File: config.mk
export PLATFORM = sky130hd
export DESIGN_NAME = heading_pid_diff_drive
export DESIGN_NICKNAME = d
export VERILOG_FILES = /design/src/hpd_pkg.sv /design/src/hpd_datapath.sv /design/src/hpd_ctrl.sv /design/src/heading_pid_diff_drive.sv
export VERILOG_INCLUDE_DIRS = /design/src /design/src/src
export SDC_FILE = /design/constraint.sdc
export NUM_CORES = 2
export LEC_CHECK = 0
export ABC_CLOCK_PERIOD_IN_PS = 9250
export BUFFER_PORTS_ARGS = -buffer_cell sky130_fd_sc_hd__buf_4
export CAP_MARGIN = 20
export CORE_UTILIZATION = 50
export CTS_CLUSTER_SIZE = 30
export DETAILED_ROUTE_END_ITERATION = 10
export PLACE_DENSITY = 0.68
export RECOVER_POWER = 100
export SYNTH_ARGS = -nofsm -noshare
export SYNTH_HDL_FRONTEND = slang
export SYNTH_HIERARCHICAL = 1
export SYNTH_SLANG_ARGS = --single-unit
File: constraint.sdc
create_clock -name aclk -period 9.25 [get_ports aclk]
set_input_delay 0.4625 -clock aclk [delete_from_list [all_inputs] [get_ports aclk]]
set_output_delay 0.4625 -clock aclk [all_outputs]
set_load 0.02 [all_outputs]
File: src/heading_pid_diff_drive_assert.svh
// Assertion macros for the heading PID controller.
`ifndef HEADING_PID_DIFF_DRIVE_ASSERT_SVH
`define HEADING_PID_DIFF_DRIVE_ASSERT_SVH

// Antecedent implies consequent in the same cycle.
`define HPD_ASSERT_IMPL(lbl, clk, rstn, ante, cons) \
    lbl: assert property (@(posedge clk) disable iff (!rstn) (ante) |-> (cons)) \
        else $error("implication check failed");

// Antecedent implies consequent in the next cycle.
`define HPD_ASSERT_NEXT(lbl, clk, rstn, ante, cons) \
    lbl: assert property (@(posedge clk) disable iff (!rstn) (ante) |=> (cons)) \
        else $error("next-cycle check failed");

// Condition must never hold.
`define HPD_ASSERT_NEVER(lbl, clk, rstn, cond) \
    lbl: assert property (@(posedge clk) disable iff (!rstn) !(cond)) \
        else $error("forbidden condition seen");

`endif

File: src/hpd_pkg.sv
package hpd_pkg;

    // Field and datapath widths
    localparam int HEAD_W    = 16;
    localparam int ES_W      = 32;
    localparam int MA_W      = 41;   // multiplier operand A, signed
    localparam int MB_W      = 17;   // multiplier operand B, signed
    localparam int PROD_W    = MA_W + MB_W;
    localparam int ACC_W     = 49;   // P + I + D sum
    localparam int CFG_IDX_W = 4;
    localparam int CFG_W     = 16;

    // 2*pi in Q3.13
    localparam logic signed [17:0] TWO_PI_Q13 = 18'sd51472;

    // Configuration register indexes
    localparam logic [CFG_IDX_W-1:0] REG_GAIN_P       = 4'd0;
    localparam logic [CFG_IDX_W-1:0] REG_GAIN_I       = 4'd1;
    localparam logic [CFG_IDX_W-1:0] REG_GAIN_D       = 4'd2;
    localparam logic [CFG_IDX_W-1:0] REG_SAMPLE_PER   = 4'd3;
    localparam logic [CFG_IDX_W-1:0] REG_INV_PER      = 4'd4;
    localparam logic [CFG_IDX_W-1:0] REG_FWD_SPEED    = 4'd5;
    localparam logic [CFG_IDX_W-1:0] REG_WHEEL_SPACE  = 4'd6;
    localparam logic [CFG_IDX_W-1:0] REG_INV_WHEEL_D  = 4'd7;

    typedef struct packed {
        logic signed [HEAD_W-1:0] current_heading;
        logic signed [HEAD_W-1:0] target_heading;
    } in_item_t;

    typedef struct packed {
        logic signed [15:0] left_speed;
        logic signed [15:0] right_speed;
        logic               clipped;
    } out_item_t;

    // Datapath operations, one per controller step
    typedef enum logic [3:0] {
        OP_IDLE,
        OP_WRAP,     // heading error with seam wrap
        OP_MUL_DT,   // err * dt
        OP_INTEG,    // integrate; err * kp
        OP_MUL_KI,   // acc = P; ki * error_sum
        OP_ADD_I,    // acc += I; kd * (err - last)
        OP_MUL_IP,   // (kd * de) * 1/dt
        OP_ADD_D,    // acc += D
        OP_MUL_WD,   // omega * D
        OP_MIX,      // left/right track terms
        OP_MUL_L,    // left * 1/(2R)
        OP_MUL_R,    // saturate left; right * 1/(2R)
        OP_SAT_R     // saturate right
    } dp_op_t;

    typedef struct packed {
        logic   load_in;
        dp_op_t op;
        logic   load_out;
    } hpd_cmd_t;

endpackage

File: src/hpd_datapath.sv
module hpd_datapath
    import hpd_pkg::*;
(
    input  logic                 aclk,
    input  logic                 aresetn,
    input  logic                 cfg_we,
    input  logic [CFG_IDX_W-1:0] cfg_index,
    input  logic [CFG_W-1:0]     cfg_data,
    input  hpd_cmd_t             cmd,
    input  in_item_t             s_item,
    output out_item_t            m_item
);

    // Saturation helpers
    function automatic logic signed [15:0] sat16(input logic signed [49:0] x);
        if (x > 50'sd32767) begin
            sat16 = 16'sh7FFF;
        end else if (x < -50'sd32768) begin
            sat16 = 16'sh8000;
        end else begin
            sat16 = x[15:0];
        end
    endfunction

    function automatic logic ovf16(input logic signed [49:0] x);
        ovf16 = (x > 50'sd32767) || (x < -50'sd32768);
    endfunction

    logic signed [15:0] gain_p_reg, gain_i_reg, gain_d_reg, fwd_speed_reg;
    logic [15:0]        sample_per_reg, inv_per_reg, wheel_space_reg, inv_wheel_d_reg;

    in_item_t                in_reg;
    logic signed [15:0]      err_reg, last_reg, sl_reg, sr_reg;
    logic signed [ES_W-1:0]  es_reg;
    logic signed [ACC_W-1:0] acc_reg;
    logic signed [PROD_W-1:0] prod_reg;
    logic signed [MA_W-1:0]  tl_reg, tr_reg;
    logic                    clip_reg;
    out_item_t               out_reg;

    // Configuration registers
    always_ff @(posedge aclk) begin
        if (!aresetn) begin
            gain_p_reg      <= 16'sd256;
            gain_i_reg      <= 16'sd256;
            gain_d_reg      <= 16'sd256;
            sample_per_reg  <= 16'd2048;
            inv_per_reg     <= 16'd512;
            fwd_speed_reg   <= 16'sd0;
            wheel_space_reg <= 16'd1024;
            inv_wheel_d_reg <= 16'd256;
        end else if (cfg_we) begin
            case (cfg_index)
                REG_GAIN_P:      gain_p_reg      <= cfg_data;
                REG_GAIN_I:      gain_i_reg      <= cfg_data;
                REG_GAIN_D:      gain_d_reg      <= cfg_data;
                REG_SAMPLE_PER:  sample_per_reg  <= cfg_data;
                REG_INV_PER:     inv_per_reg     <= cfg_data;
                REG_FWD_SPEED:   fwd_speed_reg   <= cfg_data;
                REG_WHEEL_SPACE: wheel_space_reg <= cfg_data;
                REG_INV_WHEEL_D: inv_wheel_d_reg <= cfg_data;
                default: ;
            endcase
        end
    end

    // Heading error, wrapped across the seam and saturated
    logic signed [16:0] diff;
    logic signed [17:0] diff_x, alt, wrap_err;
    logic [17:0]        diff_mag, alt_mag;
    logic signed [15:0] err_sat;

    always_comb begin
        diff     = {in_reg.target_heading[15], in_reg.target_heading}
                 - {in_reg.current_heading[15], in_reg.current_heading};
        diff_x   = {diff[16], diff};
        alt      = diff_x + ((in_reg.target_heading >= in_reg.current_heading)
                             ? -TWO_PI_Q13 : TWO_PI_Q13);
        diff_mag = diff_x[17] ? 18'(-diff_x) : 18'(diff_x);
        alt_mag  = alt[17] ? 18'(-alt) : 18'(alt);
        wrap_err = (alt_mag < diff_mag) ? alt : diff_x;
        err_sat  = sat16({{32{wrap_err[17]}}, wrap_err});
    end

    // Shared multiplier operand select
    logic signed [16:0]       de;
    logic signed [MA_W-1:0]   mul_a;
    logic signed [MB_W-1:0]   mul_b;
    logic signed [PROD_W-1:0] mul_p;

    // Rounding shifts of the registered product and the sum
    logic signed [PROD_W:0]   prod_x, rnd12, rnd12_sh, rnd8, rnd8_sh;
    logic signed [ACC_W:0]    acc_rnd, acc_sh;
    logic signed [MA_W-1:0]   omega;
    logic signed [33:0]       es_sum;
    logic                     es_ovf;
    logic signed [ES_W-1:0]   es_sat;
    logic signed [PROD_W:0]   base, left_sum, right_sum, left_sh, right_sh;

    always_comb begin
        de = {err_reg[15], err_reg} - {last_reg[15], last_reg};

        // omega from the PID sum
        acc_rnd = {acc_reg[ACC_W-1], acc_reg} + (ACC_W+1)'(128);
        acc_sh  = acc_rnd >>> 8;
        omega   = acc_sh[MA_W-1:0];

        // Operand select per step
        case (cmd.op)
            OP_MUL_DT: begin
                mul_a = {{(MA_W-16){err_reg[15]}}, err_reg};
                mul_b = {1'b0, sample_per_reg};
            end
            OP_INTEG: begin
                mul_a = {{(MA_W-16){err_reg[15]}}, err_reg};
                mul_b = {gain_p_reg[15], gain_p_reg};
            end
            OP_MUL_KI: begin
                mul_a = {{(MA_W-ES_W){es_reg[ES_W-1]}}, es_reg};
                mul_b = {gain_i_reg[15], gain_i_reg};
            end
            OP_ADD_I: begin
                mul_a = {{(MA_W-17){de[16]}}, de};
                mul_b = {gain_d_reg[15], gain_d_reg};
            end
            OP_MUL_IP: begin
                mul_a = prod_reg[MA_W-1:0];
                mul_b = {1'b0, inv_per_reg};
            end
            OP_MUL_WD: begin
                mul_a = omega;
                mul_b = {1'b0, wheel_space_reg};
            end
            OP_MUL_L: begin
                mul_a = tl_reg;
                mul_b = {1'b0, inv_wheel_d_reg};
            end
            OP_MUL_R: begin
                mul_a = tr_reg;
                mul_b = {1'b0, inv_wheel_d_reg};
            end
            default: begin
                mul_a = '0;
                mul_b = '0;
            end
        endcase
        mul_p = mul_a * mul_b;

        // Round-half-up shifts
        prod_x   = {prod_reg[PROD_W-1], prod_reg};
        rnd12    = prod_x + (PROD_W+1)'(2048);
        rnd12_sh = rnd12 >>> 12;
        rnd8     = prod_x + (PROD_W+1)'(128);
        rnd8_sh  = rnd8 >>> 8;

        // Integral with 32-bit saturation
        es_sum = {{2{es_reg[ES_W-1]}}, es_reg} + rnd12_sh[33:0];
        es_ovf = (es_sum[33:31] != 3'b000) && (es_sum[33:31] != 3'b111);
        if (!es_ovf) begin
            es_sat = es_sum[ES_W-1:0];
        end else if (es_sum[33]) begin
            es_sat = {1'b1, {(ES_W-1){1'b0}}};
        end else begin
            es_sat = {1'b0, {(ES_W-1){1'b1}}};
        end

        // Track terms: 2v*2^17 -/+ omega*D, shifted down by 17 with round-half-up
        base      = {{(PROD_W+1-34){fwd_speed_reg[15]}}, fwd_speed_reg, 18'b0};
        left_sum  = base - prod_x + (PROD_W+1)'(65536);
        right_sum = base + prod_x + (PROD_W+1)'(65536);
        left_sh   = left_sum >>> 17;
        right_sh  = right_sum >>> 17;
    end

    // Controller state that the model keeps between items
    always_ff @(posedge aclk) begin
        if (!aresetn) begin
            es_reg   <= '0;
            last_reg <= '0;
        end else begin
            if (cmd.op == OP_INTEG) begin
                es_reg <= es_sat;
            end
            if (cmd.op == OP_ADD_I) begin
                last_reg <= err_reg;
            end
        end
    end

    // Working registers
    always_ff @(posedge aclk) begin
        prod_reg <= mul_p;
        if (cmd.load_in) begin
            in_reg <= s_item;
        end
        case (cmd.op)
            OP_WRAP: begin
                err_reg  <= err_sat;
                clip_reg <= 1'b0;
            end
            OP_INTEG:  clip_reg <= es_ovf;
            OP_MUL_KI: acc_reg  <= prod_reg[ACC_W-1:0];
            OP_ADD_I:  acc_reg  <= acc_reg + prod_reg[ACC_W-1:0];
            OP_ADD_D:  acc_reg  <= acc_reg + rnd8_sh[ACC_W-1:0];
            OP_MIX: begin
                tl_reg <= left_sh[MA_W-1:0];
                tr_reg <= right_sh[MA_W-1:0];
            end
            OP_MUL_R: begin
                sl_reg   <= sat16(rnd8_sh[49:0]);
                clip_reg <= clip_reg | ovf16(rnd8_sh[49:0]);
            end
            OP_SAT_R: begin
                sr_reg   <= sat16(rnd8_sh[49:0]);
                clip_reg <= clip_reg | ovf16(rnd8_sh[49:0]);
            end
            default: ;
        endcase
        if (cmd.load_out) begin
            out_reg.left_speed  <= sl_reg;
            out_reg.right_speed <= sr_reg;
            out_reg.clipped     <= clip_reg;
        end
    end

    assign m_item = out_reg;

endmodule

File: src/hpd_ctrl.sv
`include "heading_pid_diff_drive_assert.svh"

module hpd_ctrl
    import hpd_pkg::*;
(
    input  logic     aclk,
    input  logic     aresetn,
    input  logic     s_valid,
    output logic     s_ready,
    output logic     m_valid,
    input  logic     m_ready,
    output hpd_cmd_t cmd
);

    typedef enum logic [3:0] {
        ST_IDLE,
        ST_WRAP,
        ST_MUL_DT,
        ST_INTEG,
        ST_MUL_KI,
        ST_ADD_I,
        ST_MUL_IP,
        ST_ADD_D,
        ST_MUL_WD,
        ST_MIX,
        ST_MUL_L,
        ST_MUL_R,
        ST_SAT_R,
        ST_OUT
    } state_t;

    state_t state_reg;
    logic   m_valid_reg;
    logic   out_free;

    assign out_free = !m_valid_reg || m_ready;
    assign s_ready  = aresetn && (state_reg == ST_IDLE);
    assign m_valid  = m_valid_reg;

    // Step sequencer and output valid
    always_ff @(posedge aclk) begin
        if (!aresetn) begin
            state_reg   <= ST_IDLE;
            m_valid_reg <= 1'b0;
        end else begin
            // valid rises on a load and drops once the item is taken
            if (cmd.load_out) begin
                m_valid_reg <= 1'b1;
            end else if (m_valid_reg && m_ready) begin
                m_valid_reg <= 1'b0;
            end
            case (state_reg)
                ST_IDLE:   if (s_valid) state_reg <= ST_WRAP;
                ST_WRAP:   state_reg <= ST_MUL_DT;
                ST_MUL_DT: state_reg <= ST_INTEG;
                ST_INTEG:  state_reg <= ST_MUL_KI;
                ST_MUL_KI: state_reg <= ST_ADD_I;
                ST_ADD_I:  state_reg <= ST_MUL_IP;
                ST_MUL_IP: state_reg <= ST_ADD_D;
                ST_ADD_D:  state_reg <= ST_MUL_WD;
                ST_MUL_WD: state_reg <= ST_MIX;
                ST_MIX:    state_reg <= ST_MUL_L;
                ST_MUL_L:  state_reg <= ST_MUL_R;
                ST_MUL_R:  state_reg <= ST_SAT_R;
                ST_SAT_R:  state_reg <= ST_OUT;
                ST_OUT: begin
                    // hand the item to the output register once it is free
                    if (out_free) begin
                        state_reg <= ST_IDLE;
                    end
                end
                default:   state_reg <= ST_IDLE;
            endcase
        end
    end

    // Datapath commands
    always_comb begin
        cmd.load_in  = (state_reg == ST_IDLE) && s_valid;
        cmd.load_out = (state_reg == ST_OUT) && out_free;
        case (state_reg)
            ST_WRAP:   cmd.op = OP_WRAP;
            ST_MUL_DT: cmd.op = OP_MUL_DT;
            ST_INTEG:  cmd.op = OP_INTEG;
            ST_MUL_KI: cmd.op = OP_MUL_KI;
            ST_ADD_I:  cmd.op = OP_ADD_I;
            ST_MUL_IP: cmd.op = OP_MUL_IP;
            ST_ADD_D:  cmd.op = OP_ADD_D;
            ST_MUL_WD: cmd.op = OP_MUL_WD;
            ST_MIX:    cmd.op = OP_MIX;
            ST_MUL_L:  cmd.op = OP_MUL_L;
            ST_MUL_R:  cmd.op = OP_MUL_R;
            ST_SAT_R:  cmd.op = OP_SAT_R;
            default:   cmd.op = OP_IDLE;
        endcase
    end

    // A waiting result is never overwritten
    `HPD_ASSERT_NEVER(a_no_overwrite, aclk, aresetn, cmd.load_out && m_valid_reg && !m_ready)
    // Loading the output register raises valid
    `HPD_ASSERT_NEXT(a_load_sets_valid, aclk, aresetn, cmd.load_out, m_valid_reg)
    // An accepted item starts the wrap step at once
    `HPD_ASSERT_NEXT(a_accept_starts, aclk, aresetn, s_valid && s_ready, !s_ready && cmd.op == OP_WRAP)
    // While ready, the datapath does nothing to the running state
    `HPD_ASSERT_IMPL(a_ready_quiet, aclk, aresetn, s_ready, cmd.op == OP_IDLE && !cmd.load_out)

endmodule

File: src/heading_pid_diff_drive.sv
// Heading PID controller for a differential-drive robot.
// Input channel s_*: one item carries the current and target heading (Q3.13).
// Result channel m_*: left and right wheel speeds (Q8.8, saturated) plus a
// clipped flag, one result item per input item, in order.
// Configuration: cfg_we writes cfg_data into register cfg_index (0..7:
// gains P/I/D, dt, 1/dt, forward speed, wheel spacing, 1/(2R)); other
// indexes are ignored. Write only while no item is in flight.
// m_valid rises once the sequencer has run through its steps and loaded the
// output register. All eight products go through a single 41x17 multiplier,
// one per step of the sequencer, each registered.
// s_ready is high only while the sequencer is idle.
// When the receiver stalls, the result waits in the output register; the
// next item is still accepted and computed, and holds in its last step until
// the output register frees.
// Reset (aresetn low, synchronous) clears the integral and the previous
// error, restores the register defaults and drops m_valid.
module heading_pid_diff_drive
    import hpd_pkg::*;
(
    input  logic                 aclk,
    input  logic                 aresetn,
    input  logic                 cfg_we,
    input  logic [CFG_IDX_W-1:0] cfg_index,
    input  logic [CFG_W-1:0]     cfg_data,
    input  logic                 s_valid,
    output logic                 s_ready,
    input  in_item_t             s_item,
    output logic                 m_valid,
    input  logic                 m_ready,
    output out_item_t            m_item
);

    hpd_cmd_t cmd;

    // Sequencer
    hpd_ctrl u_ctrl (
        .aclk    (aclk),
        .aresetn (aresetn),
        .s_valid (s_valid),
        .s_ready (s_ready),
        .m_valid (m_valid),
        .m_ready (m_ready),
        .cmd     (cmd)
    );

    // Arithmetic, state and configuration
    hpd_datapath u_datapath (
        .aclk      (aclk),
        .aresetn   (aresetn),
        .cfg_we    (cfg_we),
        .cfg_index (cfg_index),
        .cfg_data  (cfg_data),
        .cmd       (cmd),
        .s_item    (s_item),
        .m_item    (m_item)
    );

endmodule
==> summary.md <==
| Metric | Value |
|---|---|
| Status | `finished, violations left` |
| Violated checks | `max-capacitance violations, max-slew violations` |
| Commonest non-fill, non-tap cell in the layout | `nand2_1` |
| Pwr Total | `0.00948 W` |
| Share of layout cells above drive strength 1 | `0.122` |
| Vias in the first global route | `47400` |
| Port Buffers | `91` |
| Vias per Instance | `5.81` |
| Critical path fanouts, max | `7` |
| Sw Share | `0.403` |
| Fillers | `9659` |
| Synth Warn # | `6` |
| Sequential share of power | `0.287` |
| Num CTS Buffers | `55` |
| Seq/Total Area, Yosys | `0.221` |
| Post-synth EDFFs | `245` |
| Die W | `334 um` |
| Clock Power Share | `0.250` |
| Setup CP Type | `reg -> reg` |
| Fin area | `63200 um2` |
| Initial antenna violation count | `4` |
| Starting DRC count in detailed routing | `5084` |
| Slew HR | `-1.97` |
| Crit end category | `register` |
| Critical Path RT | `9.76 ns` |
| Core area | `109000 um2` |
| Clk_lat worst skew | `0.71 ns` |
| Dpl hpwl | `142000 um` |
| F_max | `109 MHz` |
| Power per cell area | `150 nW/um2` |
| Die Height | `334 um` |
| Critical path's slowest cell | `fa_1` |
| Internal power | `0.00566 W` |
| Top_reg_cell synth | `edfxtp_1` |
| Syn nets | `7432` |
| Max-slew violations | `473` |
| Max-cap violation count | `8` |
| Maximum buffer depth of the clock tree | `3` |
| Async set-reset flop share out of synthesis | `0` |
| Final worst path period share | `0.995` |
| Final setup fails | `0` |
| Clock sinks | `488` |
| Largest net degree at the start of global routing | `118` |
| DRC | `0` |
| ANT nets after route | `0` |
| GPL Wtd Cong | `0.962` |
| Mapped Avg Cell Area | `8.70 um2` |
| RSZ-0062 raised after global routing | `true` |
| Worst-margin pin slew | `4.46 ns` |
| Area of the multi-input gates | `39300 um2` |
| TritonCTS clock tree | `built` |
| Minimum clock period | `9.20 ns` |
| Largest register FFs | `58` |
| Register area | `12200 um2` |
| Most Frequent Cell on Critical Path | `fa_1` |
| Site Rows | `121` |
| Layout area overhead | `14.3%` |
| Mapped Cells | `6351` |
| Initial core utilization | `0.506` |
| Worst EP arrival | `9.71 ns` |
| Peak supply drop | `0.000363 V` |
| Comb power frac | `0.463` |
| Synth Register Bits | `488` |
| Fin. Hold Viols | `0` |
| Commonest non-fill, non-tap cells in the layout | `nand2_1, inv_1, fa_1, nor2_1, buf_4` |
| Global route total overflow | `0` |
| Die area | `112000 um2` |
| Tot GR Track Use | `0.325` |
| IO Pins | `92` |
| Hold WC Path Type | `in -> reg` |
| Lkg Pwr | `27.8 nW` |
| Antenna diodes | `0` |
| Netlist Area Pre-Place | `55200 um2` |
| Non-filler cells, final | `8158` |
| Drt pass-1 iters | `8` |
| Post-DP Area | `59700 um2` |
| CTS root buf | `clkbuf_16` |
| P_sw | `0.00382 W` |
| CTS H-tree depth | `2` |
| Layout Skew | `0.0815 ns` |
| Cells after DPL | `7967` |
| Vias | `47400` |
| Final wirelength | `183000 um` |
| Clk slew on worst S/H paths | `0.06 ns` |
| Number of nets in the layout | `7717` |
| Critical path's largest stage delay | `0.56 ns` |
| First-pass GRT wire length | `278000 um` |
| Number of distinct library cells after synthesis | `101` |
| CP Launch Type | `register` |
| WL/cell | `22.4 um` |
power by group through the flow:
stage / Clock [W] / Sequential, W / Combinational [W]
6_report: 0.00237 / 0.00272 / 0.00439
5_1_grt: 0.00248 / 0.00272 / 0.00476
4_1_cts: 0.00240 / 0.00271 / 0.00415
3_5_place_dp: 0 / 0.00275 / 0.00407
3_3_place_gp: 0 / 0.00276 / 0.00402
2_1_floorplan: 0 / 0.00266 / 0.00268
cells by family (layout without fill, tap and decap cells):
kind of cell / count (synthesis) / after routing / share of synthesized area
other cells: 1 / 1 / 0.0000679
mux: 23 / 23 / 0.00424
flops: 488 / 488 / 0.221
buf+inv: 1202 / 1533 / 0.0836
fa+ha+maj: 1024 / 1024 / 0.322
simple gates: 1995 / 1995 / 0.158
xor+xnor: 394 / 394 / 0.0627
compound gates: 1224 / 1224 / 0.148
cells in the mapped netlist (all sizes together) (48+ instances only):
cell type  count  area share
nor2         639       0.044
clkbuf       276       0.019
a22oi         58      0.0079
dfxtp        243       0.088
nand2        860       0.059
fa           661        0.24
edfxtp       245        0.13
xor2          97       0.015
a21o          88       0.012
and3          49      0.0056
inv          876       0.060
a222oi        56       0.010
a21oi        290       0.026
nor3          73      0.0069
ha           363       0.082
xnor2        297       0.047
a21boi       129       0.018
buf           49      0.0052
nor2b         48      0.0054
nand3        105       0.010
o21ai        267       0.024
repair_timing:
item	in CTS	in global routing
buffers inserted	8	42
cloned	2	5
resized for setup	27	245
pin swaps	22	160
endpoints found under the hold margin	32	0
setup endpoints to repair	9	20
hold buffers	32	0
routing by layer:
layer | wire (um) | global-route usage | part of all wire
met1 | 76600 | 0.456 | 0.42
met5 | 11 | 0 | 0.000060
met4 | 7640 | 0.119 | 0.042
met3 | 19800 | 0.0675 | 0.11
met2 | 78700 | 0.494 | 0.43
path summary, 6_finish.rpt:
check | from | slack [ns] | depth (start not counted) | end
worst max-delay path | u_datapath/err_reg[0] | 0.05 | 44 | u_datapath/prod_reg[56]
worst min-delay path | s_valid | 0.06 | 3 | u_ctrl/state_reg[0]
worst min register to register | u_datapath/sl_reg[5] | 0.41 | 0 | u_datapath/m_item[22]
worst max register to register | u_datapath/err_reg[0] | 0.05 | 44 | u_datapath/prod_reg[56]
stage by stage:
stage | setup TNS (ns) | hold WS, ns | setup WS, ns | util
2_1_floorplan | 0 | 0.400 | 0.0431 | -
3_3_place_gp | -0.517 | 0.402 | -0.254 | 0.547
3_5_place_dp | -0.963 | 0.405 | -0.350 | 0.547
4_1_cts | -0.0136 | 0.0400 | -0.0136 | 0.570
5_1_grt | -1.76 | 0.0730 | -0.318 | 0.579
6_report | 0 | 0.0594 | 0.0456 | 0.579
final cells by class:
class / instances / share of cell area
tap: 1476 / 0.0292
sequential: 488 / 0.194
clock inverter: 37 / 0.00769
timing repair buffer: 553 / 0.0717
clock buffer: 66 / 0.0233
multi-input combinational: 4661 / 0.622
inverter: 877 / 0.0522
worst max-delay path: cells and delay by family (launching register included):
kind,cells,cell delay (ns)
xor gates and xnor gates,1,0.16
adders and majority gates,9,3.86
DFF,1,0.34
and+or+nand+nor,6,0.57
AOI/OAI and AO/OA,16,2.77
buffers and inverters,12,1.32
(Power assumes the default switching activity.)
